**config.mk**
```make
export PLATFORM = sky130hd
export DESIGN_NAME = positional_list_engine_unit
export DESIGN_NICKNAME = d
export VERILOG_FILES = /design/src/rtl/plist_pkg.sv /design/src/rtl/positional_list_engine_unit.sv /design/src/rtl/plist_mem.sv /design/src/rtl/plist_obuf.sv /design/src/rtl/plist_seq.sv
export VERILOG_INCLUDE_DIRS = /design/src /design/src/rtl
export SDC_FILE = /design/constraint.sdc
export NUM_CORES = 1
export LEC_CHECK = 0
export ABC_AREA = 0
export BUFFER_PORTS_ARGS = -buffer_cell sky130_fd_sc_hd__buf_4
export CORE_UTILIZATION = 50
export CTS_BUF_LIST = sky130_fd_sc_hd__clkbuf_4 sky130_fd_sc_hd__clkbuf_8
export CTS_CLUSTER_DIAMETER = 120
export CTS_CLUSTER_SIZE = 10
export DETAILED_ROUTE_END_ITERATION = 7
export GPL_TIMING_DRIVEN = 0
export PLACE_DENSITY = 0.67
export SETUP_SLACK_MARGIN = 0.05
export SKIP_LAST_GASP = 1
export SYNTH_ARGS = -nofsm -noshare
export SYNTH_HDL_FRONTEND = slang
export SYNTH_HIERARCHICAL = 1
export SYNTH_SLANG_ARGS = --single-unit
```
**constraint.sdc**
```tcl
create_clock -name clk -period 4.4 [get_ports clk]
set_clock_uncertainty 0.1 [all_clocks]
set_input_delay 0.44 -clock clk [delete_from_list [all_inputs] [get_ports clk]]
set_output_delay 0.44 -clock clk [all_outputs]
set_load 0.01 [all_outputs]
```
**src/rtl/assert_macros.svh**
```systemverilog
// Assertion helpers for the RTL; plist_seq.sv is the file that includes them.
`ifndef ASSERT_MACROS_SVH
`define ASSERT_MACROS_SVH

// A property that must hold at every clock edge outside reset.
`define PL_ASSERT(lbl, clk, rst_n, prop, msg) \
	lbl: assert property (@(posedge clk) disable iff (!rst_n) (prop)) else $error(msg);

// A condition that must hold in the same cycle as its trigger.
`define PL_ASSERT_IMPL(lbl, clk, rst_n, ante, cons, msg) \
	lbl: assert property (@(posedge clk) disable iff (!rst_n) (ante) |-> (cons)) else $error(msg);

// A condition that must hold in the cycle after its trigger.
`define PL_ASSERT_NEXT(lbl, clk, rst_n, ante, cons, msg) \
	lbl: assert property (@(posedge clk) disable iff (!rst_n) (ante) |=> (cons)) else $error(msg);

`endif

```
**src/rtl/plist_pkg.sv**
```systemverilog
`default_nettype none

package plist_pkg;

	localparam logic [2:0] ACT_INS_FRONT = 3'd0;
	localparam logic [2:0] ACT_INS_BACK  = 3'd1;
	localparam logic [2:0] ACT_INS_POS   = 3'd2;
	localparam logic [2:0] ACT_DELETE    = 3'd3;
	localparam logic [2:0] ACT_SEARCH    = 3'd4;

	typedef enum logic [2:0] {
		STAT_DONE   = 3'd0,
		STAT_POS_NF = 3'd1,
		STAT_EMPTY  = 3'd2,
		STAT_FULL   = 3'd3,
		STAT_VAL_NF = 3'd4,
		STAT_FOUND  = 3'd5
	} status_t;

	typedef struct packed {
		status_t    status;
		logic [5:0] match_position;
		logic       last;
	} res_t;

endpackage

`default_nettype wire

```
**src/rtl/positional_list_engine_unit.sv**
```systemverilog
// Insert and delete: one memory read and one write per cycle while entries are moved.
// Search: one entry compared per cycle, except while an earlier match waits for the
// result side to take it. One request is in work at a time; two finished results are
// buffered. Reset clears the element count, the state and the pipeline flags at once;
// the element memory is not cleared and needs no clearing pass.
`default_nettype none

module positional_list_engine_unit #(
	parameter int DEPTH = 32,
	parameter int ELEMENT_WIDTH = 32
) (
	input  wire logic        clk,
	input  wire logic        arst_n,
	input  wire logic        s_axis_tvalid,
	output logic             s_axis_tready,
	input  wire logic [39:0] s_axis_tdata,  // value [31:0], position [37:32], zero [39:38]
	input  wire logic [2:0]  s_axis_tuser,  // action [2:0]
	output logic             m_axis_tvalid,
	input  wire logic        m_axis_tready,
	output logic [7:0]       m_axis_tdata,  // match_position [5:0], zero [7:6]
	output logic [2:0]       m_axis_tuser,  // status [2:0]
	output logic             m_axis_tlast
);

	import plist_pkg::*;

	localparam int IW = $clog2(DEPTH);

	logic                     mem_rd_en;
	logic [IW-1:0]            mem_rd_addr;
	logic [ELEMENT_WIDTH-1:0] mem_rd_data;
	logic                     mem_we;
	logic [IW-1:0]            mem_wr_addr;
	logic [ELEMENT_WIDTH-1:0] mem_wr_data;
	logic                     res_valid;
	logic                     res_ready;
	res_t                     res;
	res_t                     out_res;

	plist_mem #(
		.DEPTH(DEPTH),
		.WIDTH(ELEMENT_WIDTH)
	) u_mem (
		.clk    (clk),
		.rd_en  (mem_rd_en),
		.rd_addr(mem_rd_addr),
		.rd_data(mem_rd_data),
		.wr_en  (mem_we),
		.wr_addr(mem_wr_addr),
		.wr_data(mem_wr_data)
	);

	plist_seq #(
		.DEPTH(DEPTH),
		.ELEMENT_WIDTH(ELEMENT_WIDTH)
	) u_seq (
		.clk         (clk),
		.arst_n      (arst_n),
		.req_valid   (s_axis_tvalid),
		.req_ready   (s_axis_tready),
		.req_action  (s_axis_tuser),
		.req_value   (s_axis_tdata[31:0]),
		.req_position(s_axis_tdata[37:32]),
		.mem_rd_en   (mem_rd_en),
		.mem_rd_addr (mem_rd_addr),
		.mem_rd_data (mem_rd_data),
		.mem_we      (mem_we),
		.mem_wr_addr (mem_wr_addr),
		.mem_wr_data (mem_wr_data),
		.res_valid   (res_valid),
		.res_ready   (res_ready),
		.res         (res)
	);

	plist_obuf u_obuf (
		.clk      (clk),
		.arst_n   (arst_n),
		.in_valid (res_valid),
		.in_ready (res_ready),
		.in_res   (res),
		.out_valid(m_axis_tvalid),
		.out_ready(m_axis_tready),
		.out_res  (out_res)
	);

	assign m_axis_tdata = {2'b00, out_res.match_position};
	assign m_axis_tuser = out_res.status;
	assign m_axis_tlast = out_res.last;

endmodule

`default_nettype wire

```
**src/rtl/plist_mem.sv**
```systemverilog
`default_nettype none

module plist_mem #(
	parameter int DEPTH = 32,
	parameter int WIDTH = 32,
	localparam int AW = $clog2(DEPTH)
) (
	input  wire logic             clk,
	input  wire logic             rd_en,
	input  wire logic [AW-1:0]    rd_addr,
	output logic      [WIDTH-1:0] rd_data,
	input  wire logic             wr_en,
	input  wire logic [AW-1:0]    wr_addr,
	input  wire logic [WIDTH-1:0] wr_data
);

	logic [WIDTH-1:0] mem [DEPTH];

	always_ff @(posedge clk) begin
		if (wr_en) begin
			mem[wr_addr] <= wr_data;
		end
	end

	always_ff @(posedge clk) begin
		if (rd_en) begin
			rd_data <= mem[rd_addr];
		end
	end

endmodule

`default_nettype wire

```
**src/rtl/plist_obuf.sv**
```systemverilog
`default_nettype none

module plist_obuf (
	input  wire logic            clk,
	input  wire logic            arst_n,
	input  wire logic            in_valid,
	output logic                 in_ready,
	input  wire plist_pkg::res_t in_res,
	output logic                 out_valid,
	input  wire logic            out_ready,
	output plist_pkg::res_t      out_res
);

	import plist_pkg::*;

	res_t       ent_q [2];
	logic [1:0] cnt_q;
	logic       push;
	logic       pop;

	assign in_ready  = (cnt_q != 2'd2);
	assign out_valid = (cnt_q != 2'd0);
	assign out_res   = ent_q[0];
	assign push      = in_valid && in_ready;
	assign pop       = out_valid && out_ready;

	always_ff @(posedge clk or negedge arst_n) begin
		if (!arst_n) begin
			cnt_q <= 2'd0;
		end else begin
			cnt_q <= cnt_q + 2'(push) - 2'(pop);
		end
	end

	always_ff @(posedge clk) begin
		unique case ({push, pop})
			2'b10: begin
				ent_q[cnt_q[0]] <= in_res;
			end
			2'b01: begin
				ent_q[0] <= ent_q[1];
			end
			2'b11: begin
				if (cnt_q == 2'd1) begin
					ent_q[0] <= in_res;
				end else begin
					ent_q[0] <= ent_q[1];
					ent_q[1] <= in_res;
				end
			end
			2'b00: begin
			end
		endcase
	end

endmodule

`default_nettype wire

```
**src/rtl/plist_seq.sv**
```systemverilog
`default_nettype none
`include "assert_macros.svh"

module plist_seq #(
	parameter int DEPTH = 32,
	parameter int ELEMENT_WIDTH = 32,
	localparam int IW = $clog2(DEPTH),
	localparam int CW = $clog2(DEPTH + 1)
) (
	input  wire logic                     clk,
	input  wire logic                     arst_n,
	input  wire logic                     req_valid,
	output logic                          req_ready,
	input  wire logic [2:0]               req_action,
	input  wire logic signed [31:0]       req_value,
	input  wire logic [5:0]               req_position,
	output logic                          mem_rd_en,
	output logic [IW-1:0]                 mem_rd_addr,
	input  wire logic [ELEMENT_WIDTH-1:0] mem_rd_data,
	output logic                          mem_we,
	output logic [IW-1:0]                 mem_wr_addr,
	output logic [ELEMENT_WIDTH-1:0]      mem_wr_data,
	output logic                          res_valid,
	input  wire logic                     res_ready,
	output plist_pkg::res_t               res
);

	import plist_pkg::*;

	typedef enum logic [3:0] {
		ST_IDLE  = 4'b0001,
		ST_SHIFT = 4'b0010,
		ST_SCAN  = 4'b0100,
		ST_RESP  = 4'b1000
	} state_t;

	state_t                   state_q;
	logic [CW-1:0]            count_q;
	logic [CW-1:0]            rem_q;
	logic                     vld_s1;
	logic                     pend_q;
	logic                     ins_q;
	logic [IW-1:0]            idx_q;
	logic [ELEMENT_WIDTH-1:0] word_q;
	logic [IW-1:0]            rd_idx_q;
	logic [IW-1:0]            idx_s1;
	logic [5:0]               pend_pos_q;
	status_t                  rstat_q;
	logic [5:0]               rpos_q;

	logic signed [63:0]       val_ext;
	logic [ELEMENT_WIDTH-1:0] word_in;
	int                       pos_i;
	int                       cnt_i;
	logic                     accept;
	logic                     d_shift;
	logic                     d_scan;
	logic                     d_resp;
	logic                     d_ins;
	logic [IW-1:0]            d_idx;
	status_t                  d_stat;
	logic                     busy;
	logic                     match;
	logic                     stall;
	logic                     issue;
	logic                     drained;

	assign val_ext   = 64'(req_value);
	assign word_in   = val_ext[ELEMENT_WIDTH-1:0];
	assign pos_i     = int'(req_position);
	assign cnt_i     = int'(count_q);
	assign req_ready = (state_q == ST_IDLE);
	assign accept    = req_valid && req_ready;

	always_comb begin
		d_shift = 1'b0;
		d_scan  = 1'b0;
		d_resp  = 1'b0;
		d_ins   = 1'b1;
		d_idx   = '0;
		d_stat  = STAT_DONE;
		case (req_action)
			ACT_INS_FRONT, ACT_INS_BACK, ACT_INS_POS: begin
				if (cnt_i == DEPTH) begin
					d_resp = 1'b1;
					d_stat = STAT_FULL;
				end else if (req_action == ACT_INS_FRONT) begin
					d_shift = 1'b1;
				end else if (req_action == ACT_INS_BACK) begin
					d_shift = 1'b1;
					d_idx   = IW'(count_q);
				end else if (pos_i == 1) begin
					d_shift = 1'b1;
				end else if (pos_i > 1 && pos_i <= cnt_i) begin
					d_shift = 1'b1;
					d_idx   = IW'(pos_i - 1);
				end else begin
					d_resp = 1'b1;
					d_stat = STAT_POS_NF;
				end
			end
			ACT_DELETE: begin
				d_ins = 1'b0;
				if (cnt_i == 0) begin
					d_resp = 1'b1;
					d_stat = STAT_EMPTY;
				end else if (pos_i >= 1 && pos_i <= cnt_i) begin
					d_shift = 1'b1;
					d_idx   = IW'(pos_i - 1);
				end else begin
					d_resp = 1'b1;
					d_stat = STAT_POS_NF;
				end
			end
			ACT_SEARCH: begin
				d_ins = 1'b0;
				if (cnt_i == 0) begin
					d_resp = 1'b1;
					d_stat = STAT_EMPTY;
				end else begin
					d_scan = 1'b1;
				end
			end
			default: begin
			end
		endcase
	end

	// Inserts walk downwards and deletes upwards, so a write never lands on an entry
	// that is still to be read and no forwarding is needed.
	assign busy    = (state_q == ST_SHIFT) || (state_q == ST_SCAN);
	assign match   = vld_s1 && (mem_rd_data == word_q);
	assign stall   = (state_q == ST_SCAN) && match && pend_q && !res_ready;
	assign issue   = busy && (rem_q != '0) && !stall;
	assign drained = (rem_q == '0) && !vld_s1;

	assign mem_rd_en   = issue;
	assign mem_rd_addr = rd_idx_q;
	assign mem_we      = (state_q == ST_SHIFT) && (vld_s1 || (drained && ins_q));
	assign mem_wr_addr = vld_s1 ? (ins_q ? idx_s1 + IW'(1) : idx_s1 - IW'(1)) : idx_q;
	assign mem_wr_data = vld_s1 ? mem_rd_data : word_q;

	assign res_valid = (state_q == ST_RESP) || ((state_q == ST_SCAN) && match && pend_q);
	assign res.status         = (state_q == ST_RESP) ? rstat_q : STAT_FOUND;
	assign res.match_position = (state_q == ST_RESP) ? rpos_q : pend_pos_q;
	assign res.last           = (state_q == ST_RESP);

	always_ff @(posedge clk or negedge arst_n) begin
		if (!arst_n) begin
			state_q <= ST_IDLE;
			count_q <= '0;
			rem_q   <= '0;
			vld_s1  <= 1'b0;
			pend_q  <= 1'b0;
		end else begin
			unique case (state_q)
				ST_IDLE: begin
					vld_s1 <= 1'b0;
					pend_q <= 1'b0;
					if (accept && d_shift) begin
						state_q <= ST_SHIFT;
						if (d_ins) begin
							rem_q <= count_q - CW'(d_idx);
						end else begin
							rem_q <= count_q - CW'(d_idx) - CW'(1);
						end
					end else if (accept && d_scan) begin
						state_q <= ST_SCAN;
						rem_q   <= count_q;
					end else if (accept && d_resp) begin
						state_q <= ST_RESP;
					end
				end
				ST_SHIFT, ST_SCAN: begin
					if (!stall) begin
						vld_s1 <= issue;
						if (issue) begin
							rem_q <= rem_q - CW'(1);
						end
						if (state_q == ST_SCAN && match) begin
							pend_q <= 1'b1;
						end
					end
					if (drained) begin
						state_q <= ST_RESP;
						if (state_q == ST_SHIFT) begin
							count_q <= ins_q ? count_q + CW'(1) : count_q - CW'(1);
						end
					end
				end
				ST_RESP: begin
					if (res_ready) begin
						state_q <= ST_IDLE;
					end
				end
				default: begin
					state_q <= ST_IDLE;
				end
			endcase
		end
	end

	always_ff @(posedge clk) begin
		unique case (state_q)
			ST_IDLE: begin
				ins_q   <= d_ins;
				idx_q   <= d_idx;
				word_q  <= word_in;
				rstat_q <= d_stat;
				rpos_q  <= '0;
				if (d_ins) begin
					rd_idx_q <= IW'(count_q - CW'(1));
				end else if (d_scan) begin
					rd_idx_q <= '0;
				end else begin
					rd_idx_q <= d_idx + IW'(1);
				end
			end
			ST_SHIFT, ST_SCAN: begin
				if (!stall) begin
					idx_s1 <= rd_idx_q;
					if (issue) begin
						rd_idx_q <= ins_q ? rd_idx_q - IW'(1) : rd_idx_q + IW'(1);
					end
					if (state_q == ST_SCAN && match) begin
						pend_pos_q <= 6'(32'(idx_s1) + 1);
					end
				end
				if (drained) begin
					if (state_q == ST_SHIFT) begin
						rstat_q <= STAT_DONE;
						rpos_q  <= '0;
					end else begin
						rstat_q <= pend_q ? STAT_FOUND : STAT_VAL_NF;
						rpos_q  <= pend_q ? pend_pos_q : 6'd0;
					end
				end
			end
			ST_RESP: begin
			end
			default: begin
			end
		endcase
	end

	`PL_ASSERT(a_count_range, clk, arst_n, 32'(count_q) <= DEPTH, "Element count exceeds depth.")
	`PL_ASSERT_IMPL(a_write_in_shift, clk, arst_n, mem_we, state_q == ST_SHIFT, "Memory written outside a shift.")
	`PL_ASSERT_IMPL(a_pipe_busy, clk, arst_n, vld_s1, state_q == ST_SHIFT || state_q == ST_SCAN, "Read data pending while idle.")
	`PL_ASSERT_NEXT(a_count_hold, clk, arst_n, state_q != ST_SHIFT, count_q == $past(count_q), "Element count changed outside a shift.")

endmodule

`default_nettype wire

```
After elaboration in Yosys (flattened, before gate mapping)
Memories as Yosys holds them, arrays and structs flattened. A register that Yosys moved wholly into a read port is not among the register bits.
Cells that the tools add are included.
Word-level totals
  flip-flop bits (word level): 83
  memories kept: 2
  logic and storage cells: 192
  input bits: 47
  memory bits (writable): 1044
  output and inout port bits: 14
Memory list
  u_mem.mem: depth 32, width 32, rd ports 1, clocked after Yosys merged registers in 1, write ports 1, RTL line plist_mem.sv:17  | logic [WIDTH-1:0] mem [DEPTH];
  u_obuf.ent_q: depth 2, width 10, rd ports 2, clocked after Yosys merged registers in 0, write ports 2, RTL line plist_obuf.sv:16  | res_t ent_q [2];
Operators by class
  reductions and logical operators: 42
  magnitude comparators: 3
  eq/ne operators: 23
  mux-type cells: 91
  add/sub/neg operators: 14
  bitwise logic cells: 3
Operator list (count)
  $mux 5: 14
  $mux 6: 10
  $mux 1: 38
  $eq 32x32->1: 1
  $logic_not 32->1: 1
  $mux 32: 1
  $mux 10: 3
  $mux 3: 8
  $pmux 6 s2: 2
  $mux 4: 5
  $pmux 5 s2: 2
  $sub 6x1->6 const B: 3
  $logic_and 1x1->1: 17
  $add 5x1->5 const B: 3
  $reduce_and 3->1: 5
  $sub 5x1->5 const B: 3
  $pmux 4 s3: 1
  $reduce_or 10->1: 1
  $pmux 3 s3: 1
  $add 5x1->6 const B: 1
  $add 6x1->6 const B: 1
  $eq 3x2->1 const B: 2
  $eq 6x2->1 const B: 1
  $eq 6x6->1 const B: 1
  other kinds (34): 51

Logic depth before layout (Yosys ltp)
  word-level depth: 13
  gate-level depth with buffers: 19
  mapped depth without buffers: 18

Modules after synthesis
Netlist, hierarchy kept.
Modules (own cells, without submodules)
  plist_mem: seq. area each 31710.4 µm², cells an instance 2260, instances 1, area an instance 40812.9 µm²
  plist_seq: seq. area each 2343.5 µm², cells an instance 502, instances 1, area an instance 5383.9 µm²
  plist_obuf: seq. area each 650.6 µm², cells an instance 52, instances 1, area an instance 914.6 µm²
  positional_list_engine_unit: seq. area each 0.0 µm², cells an instance 3, instances 1, area an instance 18.8 µm²

Worst setup path after synthesis
Ideal clock, no wire load.
  kind: flip-flop to flip-flop
  start point: register u_seq.ins_q
  end point: memory u_mem.mem[10][0] (enable)
  library setup time: 0.421 ns
  data arrival time: 3.937 ns
  path buffers: 1
  slack: -0.058 ns
  data required time: 3.879 ns
  stages on the path, launching flop included: 10
  path through: edfxtp_1 > clkbuf_1 > inv_1 > fa_1 > a21o_1 > a21oi_1 > xnor2_1 > mux2_2 > or3b_2 > nor2_1
Between the ends
  elaborated cells on any way between the ends: 7
RTL lines
  start, declared: RTL line plist_seq.sv:42  | logic ins_q;
  start signal, assigned: RTL line plist_seq.sv:206  | ins_q <= d_ins;
  $mux 5 (2 in series): RTL line plist_seq.sv:140  | assign mem_wr_addr = vld_s1 ? (ins_q ? idx_s1 + IW'(1) : idx_s1 - IW'(1)) : idx_q;
  via mem_wr_addr[4]: RTL line positional_list_engine_unit.sv:33  | logic [IW-1:0] mem_wr_addr;
  end, declared: RTL line plist_mem.sv:17
The timed path passes the listed nets, and every way through them passes these cells.

Final worst setup path
  start point: register u_seq.vld_s1
  end point: memory u_mem.mem[8][28] (enable)
Between the ends
  elaborated cells on any way between the ends: 8
RTL lines
  start, declared: RTL line plist_seq.sv:40  | logic vld_s1;
  start signal, assigned: RTL line plist_seq.sv:176  | vld_s1 <= issue;
  $mux 5: RTL line plist_seq.sv:140
  via mem_wr_addr[1]: RTL line positional_list_engine_unit.sv:33
The timed path passes the listed nets, and every way through them passes these cells.

==> summary.txt <==
====================================================================================
Result of the run .....................................................    completed
Remaining number of nets flagged by the antenna check after routing ...            0
Post-Synth Simple-Gate Area ...........................................      0.04516
Count of buffering cells on the critical path with inverters included .            4
Peak Freq .............................................................    235.4 MHz
Post-synthesis adder-cell area fraction ...............................     0.009239
Critical-path cell with the highest stage delay ....................... sky130_fd_sc_hd__nor2_4
Synthesized area divided by synthesized cell count ....................    16.73 um2
Initial standard-cell utilization of the core .........................       0.5050
Max Fanout on Critical Path ...........................................           19
Cts bufs inserted .....................................................          134
Relative slew slack ...................................................       0.1729
Placeable core region .................................................   93,330 um2
Xor and xnor fraction of the mapped netlist area ......................      0.01208
Buffer depth of the longest clock path ................................            3
Classification of the worst-slack hold path ...........................       in2reg
Number of DRC markers in iteration 0 ..................................        2,676
Total global routing overflow .........................................            0
Top cells by area in the synthesized netlist .......................... sky130_fd_sc_hd__edfxtp_1, sky130_fd_sc_hd__mux2i_1, sky130_fd_sc_hd__a22oi_1
Router iterations before antenna repair ...............................            6
Vertical die dimension ................................................     309.0 um
Pins Over Slew Limit ..................................................            0
Time the final worst path needs with I/O delays and setup .............      4247 ps
Number of cells on the critical path ..................................            7
Arrival @ worst endpoint ..............................................      4630 ps
Buffer cell driving the clock tree root ............................... sky130_fd_sc_hd__clkbuf_8
Initial antenna violation count .......................................            2
Area Growth Syn to Fin ................................................       12.09%
Number of max-cap violations ..........................................            0
First-pass GRT wire length ............................................   168,000 um
Sequential-to-total area share from yosys stat ........................       0.7364
Largest area contributor in the netlist ............................... sky130_fd_sc_hd__edfxtp_1
Net count of the finished layout ......................................        3,175
Utilization after layout ..............................................       0.5660
Instance count of the mapped netlist ..................................        2,817
DR WL/cell ............................................................     26.40 um
Depth of the worst register-to-register path ..........................            7
GR Util All Layers ....................................................       0.2425
Total routed wire length on the met1 layer ............................    48,130 um
Worst setup SP type ...................................................         flop
Req. time, crit path ..................................................      4780 ps
Leading register cell type out of synthesis ........................... sky130_fd_sc_hd__edfxtp_1
Final setup fails .....................................................            0
Total number of vias ..................................................       26,065
Half-perimeter wire length of the detailed placement result ...........    77,050 um
Pwr Density ........................................................... 581.6 nW/um2
Amount of wire on met3 after detailed routing .........................      8220 um
Number of synthesized flops with an enable pin ........................        1,139
Final estimated routing congestion in global placement ................       0.8795
Multiplexer fraction of the synthesized cell area .....................       0.1216
Clk pin slew, worst setup/hold paths ..................................        80 ps
Routed Wire Length ....................................................   115,600 um
Top sig layer .........................................................         met5
Standard-cell rows ....................................................          112
TritonCTS clock tree ..................................................        built
Compound-cell area share of the yosys netlist .........................      0.05456
Die Outline Area ......................................................   95,490 um2
Cell family with the largest share of critical-path delay ............. buffers and inverters
Count of endpoints failing hold in the final timing report ............            0
Clock latency at the later pin of the worst-skew pair .................       810 ps
Maximum number of pins on one net before global-route repair ..........           33
Most numerous cell on the critical path ............................... sky130_fd_sc_hd__clkbuf_1
Share of the clock period used by the worst path after layout .........       0.9653
Sink count of the clock tree ..........................................        1,159
Post-route worst setup slack ..........................................     152.8 ps
Post-detailed-route via-to-cell ratio .................................        5.952
DR WL met2 ............................................................    56,460 um
Worst Hold Depth ......................................................            3
Share of cells above drive strength 1 .................................       0.1543
Proportion of netlist area held by the largest area contributor .......       0.7257
Cell Chain, Critical Path ............................................. clkbuf_1 > clkbuf_1 > mux2_2 > or3b_2 > clkbuf_1 > nor2_4 > buf_16
Vias in the first global route ........................................       25,994
Number of port buffers ................................................           54
Leakage power of the design ...........................................   0.01897 uW
Crit path largest cell delay ..........................................       650 ps
Crit. End Element .....................................................         flop
Pre-CTS setup slack ...................................................    -600.1 ps
Sum of negative setup slack ...........................................         0 ps
Summed instance area of the synthesized netlist .......................   47,130 um2
Die outline width .....................................................     309.0 um
Count of fill cells added during filler insertion .....................        7,092
Share of synthesized registers carrying an async set or reset .........      0.01726
Deepest level of the CTS H-tree .......................................            4
Dominant combinational cell family by area after synthesis ............ multiplexers
Critical path class ...................................................      reg2reg
Seq cells post-synth ..................................................        1,159
Yosys Warn Count ......................................................            6
Unrepaired setup endpoints after global routing .......................           no
PnR Total Power .......................................................    30,730 uW
Number of remaining DRC errors ........................................            0
Slew of the pin with the lowest slew margin ...........................      1241 ps
Max VDD drop ..........................................................    0.2934 mV
Distinct cell type count of the synthesized netlist ...................           70
Count of pins on the block boundary ...................................           61
====================================================================================
## worst min-delay path, delay by kind of cell
kind	cells	cell delay, ps
buffers and inverters	1	110
XOR/XNOR	1	170
AO/OA/AOI/OAI	1	90
## layer usage
metal  global-route usage  up-vias
li1                     -    11513
met1               0.3269    13329
met2               0.4017     1020
met3              0.04220      201
met4              0.07598        2
met5                    0        -
## registers in the layout (all words and copies together) (netlist names)
name	cells
u_mem/mem	1024
u_mem/rd_data	32
u_obuf/cnt_q	2
u_obuf/ent_q	20
u_seq/count_q	6
u_seq/idx_q	5
u_seq/idx_s1	5
u_seq/ins_q	1
u_seq/mem_rd_addr	5
u_seq/pend_pos_q	6
u_seq/pend_q	1
u_seq/rem_q	6
u_seq/rpos_q	6
u_seq/rstat_q	3
u_seq/state_q	4
u_seq/vld_s1	1
u_seq/word_q	32
## through the flow
step | hold slack, ps | cell area (um2) | cells
global placement | 242.1 | 49130 | 4126
finish | 85.44 | 52830 | 4379
detailed placement | 248.7 | 50040 | 4159
floorplan | 44.41 | 47150 | 2818
CTS | 15.37 | 52690 | 4368
global route | 63.57 | 52810 | 4373
## power by group
part	internal, uW	leakage [uW]	switching [uW]
Sequential	13700	0.0105	334
Combinational	3360	0.00738	6870
Clock	2920	0.00106	3510
Total	20000	0.0190	10700
## cell usage in the layout, fill, tap and decap left out, types with 7 or more instances in the layout
master / Yosys / routed
sky130_fd_sc_hd__buf_2: 35 / 34
sky130_fd_sc_hd__clkbuf_1: 55 / 50
sky130_fd_sc_hd__nand4_1: 8 / 8
sky130_fd_sc_hd__dfrtp_1: 19 / 17
sky130_fd_sc_hd__clkinvlp_4: 0 / 8
sky130_fd_sc_hd__nand2b_1: 7 / 7
sky130_fd_sc_hd__a21o_1: 9 / 8
sky130_fd_sc_hd__xor2_1: 24 / 23
sky130_fd_sc_hd__mux2i_1: 513 / 513
sky130_fd_sc_hd__ha_1: 30 / 30
sky130_fd_sc_hd__xnor2_1: 41 / 41
sky130_fd_sc_hd__nor4_1: 7 / 7
sky130_fd_sc_hd__nand2_1: 138 / 137
sky130_fd_sc_hd__and3_1: 9 / 9
sky130_fd_sc_hd__buf_4: 36 / 102
sky130_fd_sc_hd__a31oi_1: 35 / 34
sky130_fd_sc_hd__nand3_1: 112 / 111
sky130_fd_sc_hd__nor2_1: 66 / 34
sky130_fd_sc_hd__diode_2: 0 / 8
sky130_fd_sc_hd__buf_6: 15 / 16
sky130_fd_sc_hd__clkbuf_4: 2 / 11
sky130_fd_sc_hd__inv_1: 28 / 23
sky130_fd_sc_hd__dlygate4sd3_1: 0 / 39
sky130_fd_sc_hd__buf_12: 0 / 34
sky130_fd_sc_hd__nor2_4: 0 / 32
sky130_fd_sc_hd__a22oi_1: 96 / 96
sky130_fd_sc_hd__edfxtp_1: 1139 / 1139
sky130_fd_sc_hd__clkbuf_8: 0 / 140
sky130_fd_sc_hd__a21oi_1: 117 / 114
sky130_fd_sc_hd__mux2_2: 53 / 53
sky130_fd_sc_hd__buf_1: 8 / 7
sky130_fd_sc_hd__a22o_1: 65 / 65
sky130_fd_sc_hd__nor3_1: 41 / 41
sky130_fd_sc_hd__o21ai_0: 21 / 15
## final cells by class
cell class,instances,area (um2),area share
Sequential cell,1159,34710,0.6570
Multi-Input combinational cell,1479,11790,0.2232
Clock buffer,147,1979,0.03747
Timing Repair Buffer,142,1669,0.03159
Tap cell,1254,1569,0.02970
Buffer,151,897.1,0.01698
Inverter,28,108.9,0.002061
Clock inverter,11,87.58,0.001658
Antenna cell,8,20.02,0.0003789
## path summary, 6_finish.rpt
path,to,start,slack (ps)
max,u_mem/mem[8][28]$_DFFE_PP_,u_seq/vld_s1$_DFFE_PN0P_,150
min,u_seq/idx_q[3]$_DFFE_PP_,s_axis_tdata[35],90
max reg2reg,u_mem/mem[8][28]$_DFFE_PP_,u_seq/vld_s1$_DFFE_PN0P_,150
min reg2reg,u_seq/rem_q[2]$_DFFE_PN0P_,u_seq/rem_q[2]$_DFFE_PN0P_,440
max in group asynchronous,u_seq/count_q[1]$_DFFE_PN0P_,arst_n,2250
min in group asynchronous,u_seq/state_q[0]$_DFFE_PN1P_,arst_n,540
## cells by family (layout without fill, tap and decap cells)
logic type | Yosys count | count (layout)
xor gates and xnor gates | 65 | 65
DFF | 1159 | 1159
muxes | 566 | 566
buffers and inverters | 180 | 479
adders and majority gates | 33 | 33
and+or+nand+nor | 437 | 437
AOI/OAI and AO/OA | 376 | 376
other | 1 | 10
## synth_stat cells (all sizes together) (4+ instances only)
| library cell | count |
|---|---|
| a21o | 9 |
| a21oi | 118 |
| a22o | 66 |
| a22oi | 97 |
| a311oi | 4 |
| a31oi | 35 |
| and2 | 5 |
| and3 | 9 |
| buf | 95 |
| clkbuf | 57 |
| dfrtp | 19 |
| edfxtp | 1139 |
| ha | 30 |
| inv | 28 |
| mux2 | 53 |
| mux2i | 513 |
| nand2 | 138 |
| nand2b | 7 |
| nand3 | 112 |
| nand3b | 6 |
| nand4 | 9 |
| nor2 | 67 |
| nor2b | 7 |
| nor3 | 41 |
| nor4 | 8 |
| nor4b | 4 |
| o21ai | 23 |
| o22a | 4 |
| o31ai | 4 |
| or3 | 4 |
| xnor2 | 41 |
| xor2 | 24 |
## repair_timing
item | in CTS | in global routing
hold buffers | 39 | 0
endpoints found under the hold margin | 57 | 0
setup buffers | 12 | 4
endpoints found under the setup margin | 571 | 3
pin swaps | 8 | 2
gates resized for setup | 14 | 30
Note: power is estimated with default switching activity, not from simulation.
